**config.mk**
```make
export PLATFORM = sky130hd
export DESIGN_NAME = palette_fade_interpolator
export DESIGN_NICKNAME = d
export VERILOG_FILES = /design/src/design/pfi_pkg.sv /design/src/design/palette_fade_interpolator.sv /design/src/design/pfi_front.sv /design/src/design/pfi_div_cell.sv /design/src/design/pfi_back.sv
export SDC_FILE = /design/constraint.sdc
export NUM_CORES = 2
export LEC_CHECK = 0
export BUFFER_PORTS_ARGS = -buffer_cell sky130_fd_sc_hd__buf_2
export CORE_MARGIN = 1
export CORE_UTILIZATION = 39
export CTS_CLUSTER_SIZE = 20
export DETAILED_ROUTE_END_ITERATION = 8
export GPL_TIMING_DRIVEN = 0
export SETUP_SLACK_MARGIN = 0.5
export SYNTH_ARGS = -nofsm -noshare
export SYNTH_HDL_FRONTEND = slang
export SYNTH_SLANG_ARGS = --single-unit
```
**constraint.sdc**
```tcl
create_clock -name clk_i -period 7.65 [get_ports clk_i]
set_input_delay 0.3825 -clock clk_i [delete_from_list [all_inputs] [get_ports clk_i]]
set_output_delay 0.3825 -clock clk_i [all_outputs]
set_load 0.005 [all_outputs]
```
**src/design/pfi_pkg.sv**
```systemverilog
`timescale 1ns / 1ps
// ----------------------------------------------------------------------------
// pfi_pkg
// Shared types and constants of the palette fade interpolator.
// ----------------------------------------------------------------------------
package pfi_pkg;

  localparam int ChanW    = 8;              // width of one colour channel
  localparam int NumChan  = 3;              // red, green, blue
  localparam int ProdW    = 2 * ChanW;      // width of |diff| * step
  localparam int NumCells = ChanW;          // one quotient bit per divider cell

  localparam int ChRed   = 0;
  localparam int ChGreen = 1;
  localparam int ChBlue  = 2;

  typedef struct packed {
    logic [ChanW-1:0] entry_index;
    logic [ChanW-1:0] step;
    logic [ChanW-1:0] from_red;
    logic [ChanW-1:0] from_green;
    logic [ChanW-1:0] from_blue;
    logic [ChanW-1:0] to_red;
    logic [ChanW-1:0] to_green;
    logic [ChanW-1:0] to_blue;
  } fade_in_t;

  typedef struct packed {
    logic [ChanW-1:0] result_index;
    logic [ChanW-1:0] red;
    logic [ChanW-1:0] green;
    logic [ChanW-1:0] blue;
    logic [ChanW-1:0] luma;
    logic [ChanW-1:0] chroma_u;
    logic [ChanW-1:0] chroma_v;
  } fade_out_t;

  // item in flight through the divider chain
  typedef struct packed {
    logic [ChanW-1:0]              index;
    logic                          zero;  // step count of zero, take target
    logic [NumChan-1:0]            neg;   // target below source
    logic [NumChan-1:0][ChanW-1:0] from;
    logic [NumChan-1:0][ChanW-1:0] rem;   // partial remainder
    logic [NumChan-1:0][ChanW-1:0] low;   // dividend bits still to bring down
    logic [NumChan-1:0][ChanW-1:0] quo;   // quotient bits so far
  } div_t;

endpackage

```
**src/design/palette_fade_interpolator.sv**
```systemverilog
`timescale 1ns / 1ps
// ----------------------------------------------------------------------------
// palette_fade_interpolator
// Blends palette entries between two colours and adds an approximate yuv.
// ----------------------------------------------------------------------------
// usage
//   in channel: in_valid_i / in_ready_o carry one palette entry per beat
//     (index, fade step, source and target colour)
//   out channel: out_valid_o / out_ready_i carry one result beat per entry
//     (index, blended rgb, luma, chroma_u, chroma_v), in input order
//   cfg channel: cfg_valid_i / cfg_ready_o write fade_steps; always ready,
//     write it only while no entry is in flight
// timing
//   10 register stages: one stage for the products, eight divider cells
//   (one quotient bit each), one output register; one beat per cycle
//   sustained while out_ready_i stays high
//   every stage has its own valid bit and is ready when empty or when the
//   next stage is ready, so ready runs combinationally from the back; a
//   stalled receiver stalls the chain from the back and bubbles are
//   squeezed out; input is taken as long as the first stage can move
// reset
//   rst_ni clears all stage valid bits and sets fade_steps to 1
// ----------------------------------------------------------------------------
module palette_fade_interpolator (
  input  logic                        clk_i,
  input  logic                        rst_ni,
  input  logic                        in_valid_i,
  output logic                        in_ready_o,
  input  pfi_pkg::fade_in_t           in_data_i,
  output logic                        out_valid_o,
  input  logic                        out_ready_i,
  output pfi_pkg::fade_out_t          out_data_o,
  input  logic                        cfg_valid_i,
  output logic                        cfg_ready_o,
  input  logic [pfi_pkg::ChanW-1:0]   cfg_data_i
);
  import pfi_pkg::*;

  // fade step count, divisor of every cell
  logic [ChanW-1:0]    fade_steps_q;

  // stage k feeds cell k; stage NumCells feeds the output stage
  div_t                stage_data  [NumCells+1];
  logic [NumCells:0]   stage_valid;
  logic [NumCells:0]   stage_ready;

  assign cfg_ready_o = 1'b1;

  always_ff @(posedge clk_i or negedge rst_ni) begin
    if (!rst_ni) begin
      fade_steps_q <= ChanW'(1);
    end else if (cfg_valid_i && cfg_ready_o) begin
      fade_steps_q <= cfg_data_i;
    end
  end

  // saturate step, form |to - from| * step per channel
  pfi_front u_front (
    .clk_i       (clk_i),
    .rst_ni      (rst_ni),
    .steps_i     (fade_steps_q),
    .in_valid_i  (in_valid_i),
    .in_ready_o  (in_ready_o),
    .in_data_i   (in_data_i),
    .out_valid_o (stage_valid[0]),
    .out_ready_i (stage_ready[0]),
    .out_data_o  (stage_data[0])
  );

  // divider chain, msb of the quotient first
  for (genvar k = 0; k < NumCells; k++) begin : g_cell
    pfi_div_cell u_cell (
      .clk_i       (clk_i),
      .rst_ni      (rst_ni),
      .divisor_i   (fade_steps_q),
      .in_valid_i  (stage_valid[k]),
      .in_ready_o  (stage_ready[k]),
      .in_data_i   (stage_data[k]),
      .out_valid_o (stage_valid[k+1]),
      .out_ready_i (stage_ready[k+1]),
      .out_data_o  (stage_data[k+1])
    );
  end

  // apply signed quotient, yuv, output register
  pfi_back u_back (
    .clk_i       (clk_i),
    .rst_ni      (rst_ni),
    .in_valid_i  (stage_valid[NumCells]),
    .in_ready_o  (stage_ready[NumCells]),
    .in_data_i   (stage_data[NumCells]),
    .out_valid_o (out_valid_o),
    .out_ready_i (out_ready_i),
    .out_data_o  (out_data_o)
  );

`ifndef SYNTHESIS
  // the division is done: every remainder sits below the divisor
  assert property (@(posedge clk_i) disable iff (!rst_ni)
    stage_valid[NumCells] && (fade_steps_q != '0) |->
      (stage_data[NumCells].rem[ChRed] < fade_steps_q) &&
      (stage_data[NumCells].rem[ChGreen] < fade_steps_q) &&
      (stage_data[NumCells].rem[ChBlue] < fade_steps_q))
    else $error("divider remainder not below fade_steps");

  assert property (@(posedge clk_i) disable iff (!rst_ni)
    out_valid_o |-> (out_data_o.luma <= ChanW'(191)))
    else $error("luma out of range");

  assert property (@(posedge clk_i) disable iff (!rst_ni)
    out_valid_o |-> (out_data_o.chroma_u >= ChanW'(64)) &&
                    (out_data_o.chroma_u <= ChanW'(191)))
    else $error("chroma_u out of range");

  assert property (@(posedge clk_i) disable iff (!rst_ni)
    out_valid_o |-> (out_data_o.chroma_v >= ChanW'(64)) &&
                    (out_data_o.chroma_v <= ChanW'(191)))
    else $error("chroma_v out of range");
`endif

endmodule

```
**src/design/pfi_front.sv**
```systemverilog
`timescale 1ns / 1ps
// ----------------------------------------------------------------------------
// pfi_front
// Step saturation, channel differences and products; first pipeline stage.
// ----------------------------------------------------------------------------
module pfi_front (
  input  logic                        clk_i,
  input  logic                        rst_ni,
  input  logic [pfi_pkg::ChanW-1:0]   steps_i,
  input  logic                        in_valid_i,
  output logic                        in_ready_o,
  input  pfi_pkg::fade_in_t           in_data_i,
  output logic                        out_valid_o,
  input  logic                        out_ready_i,
  output pfi_pkg::div_t               out_data_o
);
  import pfi_pkg::*;

  logic [NumChan-1:0][ChanW-1:0] from_c;
  logic [NumChan-1:0][ChanW-1:0] to_c;
  logic [ChanW-1:0]              step_sat;
  logic [ChanW-1:0]              mag;
  logic [ProdW-1:0]              prod;
  logic                          zero;
  div_t                          data_d;
  div_t                          data_q;
  logic                          valid_q;

  assign from_c = {in_data_i.from_blue, in_data_i.from_green, in_data_i.from_red};
  assign to_c   = {in_data_i.to_blue, in_data_i.to_green, in_data_i.to_red};

  always_comb begin
    step_sat     = (in_data_i.step > steps_i) ? steps_i : in_data_i.step;
    zero         = (steps_i == '0);
    mag          = '0;
    prod         = '0;
    data_d       = '0;
    data_d.index = in_data_i.entry_index;
    data_d.zero  = zero;
    for (int ch = 0; ch < NumChan; ch++) begin
      data_d.neg[ch] = (to_c[ch] < from_c[ch]);
      mag            = data_d.neg[ch] ? (from_c[ch] - to_c[ch]) : (to_c[ch] - from_c[ch]);
      prod           = ProdW'(mag) * ProdW'(step_sat);
      // zero step count: blend collapses onto the target
      data_d.from[ch] = zero ? to_c[ch] : from_c[ch];
      data_d.rem[ch]  = prod[ProdW-1:ChanW];
      data_d.low[ch]  = prod[ChanW-1:0];
      data_d.quo[ch]  = '0;
    end
  end

  assign in_ready_o  = !valid_q || out_ready_i;
  assign out_valid_o = valid_q;
  assign out_data_o  = data_q;

  always_ff @(posedge clk_i or negedge rst_ni) begin
    if (!rst_ni) begin
      valid_q <= 1'b0;
    end else if (in_ready_o) begin
      valid_q <= in_valid_i;
    end
  end

  always_ff @(posedge clk_i) begin
    if (in_valid_i && in_ready_o) begin
      data_q <= data_d;
    end
  end

endmodule

```
**src/design/pfi_div_cell.sv**
```systemverilog
`timescale 1ns / 1ps
// ----------------------------------------------------------------------------
// pfi_div_cell
// One restoring division step for all three channels, registered.
// ----------------------------------------------------------------------------
module pfi_div_cell (
  input  logic                        clk_i,
  input  logic                        rst_ni,
  input  logic [pfi_pkg::ChanW-1:0]   divisor_i,
  input  logic                        in_valid_i,
  output logic                        in_ready_o,
  input  pfi_pkg::div_t               in_data_i,
  output logic                        out_valid_o,
  input  logic                        out_ready_i,
  output pfi_pkg::div_t               out_data_o
);
  import pfi_pkg::*;

  logic [ChanW:0] trial;
  logic [ChanW:0] trial_sub;
  logic           ge;
  div_t           data_d;
  div_t           data_q;
  logic           valid_q;

  always_comb begin
    data_d    = in_data_i;
    trial     = '0;
    trial_sub = '0;
    ge        = 1'b0;
    for (int ch = 0; ch < NumChan; ch++) begin
      // bring down the next dividend bit
      trial     = {in_data_i.rem[ch], in_data_i.low[ch][ChanW-1]};
      trial_sub = trial - {1'b0, divisor_i};
      ge        = (trial >= {1'b0, divisor_i});
      data_d.rem[ch] = ge ? trial_sub[ChanW-1:0] : trial[ChanW-1:0];
      data_d.low[ch] = {in_data_i.low[ch][ChanW-2:0], 1'b0};
      data_d.quo[ch] = {in_data_i.quo[ch][ChanW-2:0], ge};
    end
  end

  assign in_ready_o  = !valid_q || out_ready_i;
  assign out_valid_o = valid_q;
  assign out_data_o  = data_q;

  always_ff @(posedge clk_i or negedge rst_ni) begin
    if (!rst_ni) begin
      valid_q <= 1'b0;
    end else if (in_ready_o) begin
      valid_q <= in_valid_i;
    end
  end

  always_ff @(posedge clk_i) begin
    if (in_valid_i && in_ready_o) begin
      data_q <= data_d;
    end
  end

endmodule

```
**src/design/pfi_back.sv**
```systemverilog
`timescale 1ns / 1ps
// ----------------------------------------------------------------------------
// pfi_back
// Applies the signed quotient, forms approximate yuv, output register.
// ----------------------------------------------------------------------------
module pfi_back (
  input  logic                        clk_i,
  input  logic                        rst_ni,
  input  logic                        in_valid_i,
  output logic                        in_ready_o,
  input  pfi_pkg::div_t               in_data_i,
  output logic                        out_valid_o,
  input  logic                        out_ready_i,
  output pfi_pkg::fade_out_t          out_data_o
);
  import pfi_pkg::*;

  localparam int SumW = ChanW + 2;
  localparam int VW   = ChanW + 3;
  localparam logic [ChanW-1:0] ChromaBase = ChanW'(64);
  localparam logic [SumW-1:0]  UBias      = SumW'(256);
  localparam logic [VW-1:0]    VBias      = VW'(512);

  logic [NumChan-1:0][ChanW-1:0] chan;
  logic [ChanW-1:0]              q;
  logic [SumW-1:0]               sum;
  logic [SumW-1:0]               u_t;
  logic [VW-1:0]                 v_t;
  fade_out_t                     data_d;
  fade_out_t                     data_q;
  logic                          valid_q;

  always_comb begin
    q = '0;
    for (int ch = 0; ch < NumChan; ch++) begin
      q        = in_data_i.zero ? '0 : in_data_i.quo[ch];
      chan[ch] = in_data_i.neg[ch] ? (in_data_i.from[ch] - q) : (in_data_i.from[ch] + q);
    end
    sum = SumW'(chan[ChRed]) + SumW'(chan[ChGreen]) + SumW'(chan[ChBlue]);
    u_t = SumW'(chan[ChRed]) + UBias - SumW'(chan[ChBlue]);
    v_t = VW'({chan[ChGreen], 1'b0}) + VBias - VW'(chan[ChRed]) - VW'(chan[ChBlue]);
    data_d.result_index = in_data_i.index;
    data_d.red          = chan[ChRed];
    data_d.green        = chan[ChGreen];
    data_d.blue         = chan[ChBlue];
    data_d.luma         = sum[SumW-1:2];
    data_d.chroma_u     = ChromaBase + u_t[SumW-1:2];
    data_d.chroma_v     = ChromaBase + v_t[VW-1:3];
  end

  assign in_ready_o  = !valid_q || out_ready_i;
  assign out_valid_o = valid_q;
  assign out_data_o  = data_q;

  always_ff @(posedge clk_i or negedge rst_ni) begin
    if (!rst_ni) begin
      valid_q <= 1'b0;
    end else if (in_ready_o) begin
      valid_q <= in_valid_i;
    end
  end

  always_ff @(posedge clk_i) begin
    if (in_valid_i && in_ready_o) begin
      data_q <= data_d;
    end
  end

endmodule
```
==> parameters.txt <==
Parameter                              Value

Status
  Run status ... finished, final reports clean

Worst setup path
  Crit-path max cell delay ... 0.54 ns
  Logic depth of the worst register-to-register path ... 24
  Reg-to-reg startpoint ... fade_steps_q[2]
  Capture point of the worst reg-to-reg path ... u_front.out_data_o[71]
  Data required time at the worst endpoint ... 8.07 ns
  Family of cells with the greatest summed delay on the critical path ... adder cells
  Cell-by-cell trace of the critical path ... inv_2, buf_12, ha_1, a21oi_1, o22ai_1, o21bai_1, a22o_1, buf_6, mux2i_4, buf_6, or2_2, fa_1, fa_1, inv_1, fa_1, inv_1, fa_1, inv_1, ha_1, o21ai_0, a21oi_1, o41ai_4, mux2i_1, a2111oi_1
  Maximum net fanout on the critical path ... 18
  Data arrival, critical path ... 7.24 ns
  CP startpoint kind ... flip-flop
  Number of buffers and inverters on the critical path ... 7
  Most numerous cell on the critical path ... sky130_fd_sc_hd__fa_1
  Master of the slowest instance on the critical path ... sky130_fd_sc_hd__fa_1
  Type of the worst setup path ... reg2reg
  Kind of end point of the critical path ... flip-flop
  FF-to-FF setup slack ... 0.83 ns

Clock network
  Level count of the clock H-tree ... 3
  Clock tree from TritonCTS ... done
  Clock root buffer master ... sky130_fd_sc_hd__clkbuf_16
  Latest clock arrival within the worst-skew pair ... 0.66 ns
  Total CTS buffers ... 84
  Count of clock tree sinks ... 806
  Number of buffers on the longest clock path ... 3
  Clock transition at the registers of the reported paths ... 0.06 ns

Detailed routing
  Post-route DRC ... 0
  Routed vias/inst ... 5.09
  Number of search-and-repair iterations in the first detailed-routing pass ... 5
  Wire per inst ... 17.5 um
  1st-iter DRT viols ... 1509
  Routed wire length ... 96900 um
  Routed via count ... 28274
  Detail Route Antenna Nets ... 0

Hold path
  Terminating pin of the worst hold path ... fade_steps_q[6]
  Worst Min Path Start ... cfg_valid_i
  Hold/Removal Path Class ... in2reg
  Worst hold path stage count ... 3

Place
  Routability congestion estimate ... 0.856
  Count of buffers from port buffering ... 134
  Area of placed instances ... 49100 um2
  Pre-CTS setup slack ... -0.633 ns
  Half-perimeter wire length after detailed placement ... 71700 um

Timing
  Final hold viol count ... 0
  Maximum clock skew at final layout ... 0.0340 ns
  Final setup fails ... 0
  Worst slew slack as a fraction of its limit ... 11.6%
  Slew at the pin closest to its max-slew limit ... 1.29 ns
  Final critical-path required period ... 6.82 ns
  Max frequency ... 147 MHz
  Unrepaired setup endpoints after global routing ... true
  Minimum setup slack in the final design ... 0.829 ns
  Final Slew Violations ... 0
  Share of the clock period used by the worst path after layout ... 89.2%

Synth
  Main flop type after synthesis ... sky130_fd_sc_hd__edfxtp_1
  Sequential area share after synthesis ... 52.5%
  Netlist area before placement ... 46000 um2
  Proportion of register bits with asynchronous set or reset after synthesis ... 2.23%
  Average size of a mapped cell ... 12.5 um2
  Number of synthesized register bits ... 806
  Yosys top cell area share ... 51.5%
  Largest area contributor in the synthesized netlist ... sky130_fd_sc_hd__edfxtp_1
  Dominant cells by area after synthesis ... sky130_fd_sc_hd__edfxtp_1 (51%), sky130_fd_sc_hd__ha_1 (11%), sky130_fd_sc_hd__fa_1 (6.3%)
  Warnings, synthesis ... 0
  EDFF count, synth ... 788
  Number of distinct library cells after synthesis ... 79
  Post-Synthesis Cells ... 3678
  Net count after synthesis ... 4308

Global route
  Gr usage total ... 16.0%
  Pin count of the biggest net entering global routing ... 61
  Number of global-route vias before repair ... 27658
  Wire length of the first global-routing pass ... 151000 um
  Initial antenna violation count ... 4
  Global-route congestion overflow total ... 0

Cells and area
  Area growth from synthesis to final layout ... 14.5%
  Share of layout cells above drive strength 1 ... 13.6%
  Most frequent cells in the layout ... sky130_fd_sc_hd__edfxtp_1 (788), sky130_fd_sc_hd__ha_1 (408), sky130_fd_sc_hd__inv_1 (367)
  Net count of the finished layout ... 4582
  Total non-filler cell area in the finished layout ... 52600 um2
  Most common cell after layout, fill and taps aside ... sky130_fd_sc_hd__edfxtp_1

Floorplanning
  Width of the die ... 345 um
  I/O Pins ... 136
  Std-Cell Rows ... 125
  Die area ... 119000 um2
  Effective utilization at floorplan ... 39.5%
  Die Ht ... 345 um
  Core Box Area ... 117000 um2

Flow run
  Max-cap violations ... 0
per-layer routing:
metal  vias up  global-route usage [%]  part of all wire, %
met5         -                       0                0.011
met4         2                    5.07                  2.7
met3       145                    2.19                  3.8
met2       516                    26.5                   47
met1     13676                    21.8                   46
li1      13935                       -                    -
synthesized netlist by cell type, drive strengths merged, types with 8 or more instances:
library cell	number
nand2	167
a211o	10
nand2b	25
a31oi	34
a21boi	33
edfxtp	788
o211ai	17
fa	145
a21oi	119
mux2	96
xnor2	107
clkbuf	27
xor2	62
o21ai	151
or2	46
nor2	335
nand3	58
o41ai	9
buf	31
nand4	14
o21bai	8
inv	374
and2	9
nor3	75
nand3b	16
a21o	66
ha	408
or4	11
o2111ai	13
a31o	14
a211oi	24
nor4	16
mux2i	70
dfrtp	17
a41oi	9
o31ai	33
and3	18
o21a	35
or3	15
nor2b	87
a221oi	10
worst max-delay path by stage:
stage                     from                     end  slack, ns  depth (start not counted)
2_1_floorplan  fade_steps_q[1]  u_front.out_data_o[53]       0.74                         23
3_3_place_gp   fade_steps_q[1]  u_front.out_data_o[61]      -1.81                         21
3_5_place_dp   fade_steps_q[1]  u_front.out_data_o[61]      -0.63                         21
4_1_cts        fade_steps_q[5]  u_front.out_data_o[53]       0.50                         24
5_1_grt        fade_steps_q[5]  u_front.out_data_o[53]       0.48                         23
6_report       fade_steps_q[2]  u_front.out_data_o[71]       0.83                         24
per-stage QoR:
stage	util, %	TNS [ns]	hold WS [ns]	cells
after detailed placement	42.1	-2.02	0.405	5358
after floorplan	-	0	0.0869	3678
final	45.2	0	0.0543	5550
after global routing	45.2	0	0.0400	5549
after global placement	41.7	-125.90	0.400	5336
after CTS	45.0	0	0.000887	5534
state kept, by name (all words and copies together), names as in the netlist:
| signal | count |
|---|---|
| fade_steps_q | 8 |
| g_cell.u_cell.out_data_o | 648 |
| g_cell.u_cell.out_valid_o | 8 |
| u_back.out_data_o | 56 |
| u_back.out_valid_o | 1 |
| u_front.out_data_o | 84 |
| u_front.out_valid_o | 1 |
worst register-to-register path: cells and delay by family, from the launching register on:
| kind | cells | cell delay, ns |
|---|---|---|
| adders and majority gates | 6 | 2.62 |
| AOI/OAI and AO/OA | 8 | 1.69 |
| buffers and inverters | 7 | 1.17 |
| muxes | 2 | 0.54 |
| DFF | 1 | 0.44 |
| and+or+nand+nor | 1 | 0.14 |
area by class of cell:
type | instances | area [um2]
multi-input cells | 2439 | 20300
fillers | 10494 | 63900
repair buffers | 188 | 1470
inverters | 375 | 1410
plain buffers | 58 | 303
clock inverters | 61 | 885
clock buffers | 95 | 2180
diodes | 4 | 10.0
well taps | 1524 | 1910
flip-flops and latches | 806 | 24100
logic make-up after synthesis:
kind of cell / after synthesis / synth area share, %
adders and majority gates: 553 / 17.4
buffers and inverters: 433 / 3.65
AOI/OAI and AO/OA: 638 / 9.75
other: 1 / 0.00816
xor gates and xnor gates: 169 / 3.35
and+or+nand+nor: 912 / 9.49
DFF: 806 / 52.5
muxes: 166 / 3.88
what timing repair did:
action	in CTS	in global routing
buffers inserted	1	12
endpoints found under the hold margin	33	0
gates resized for setup	17	22
setup endpoints to repair	21	12
hold buffers	19	0
pin swaps	0	2
Power is left out: the tool's default activity adds up to more than one toggle a clock period on the data nets, which glitch-free logic cannot reach.
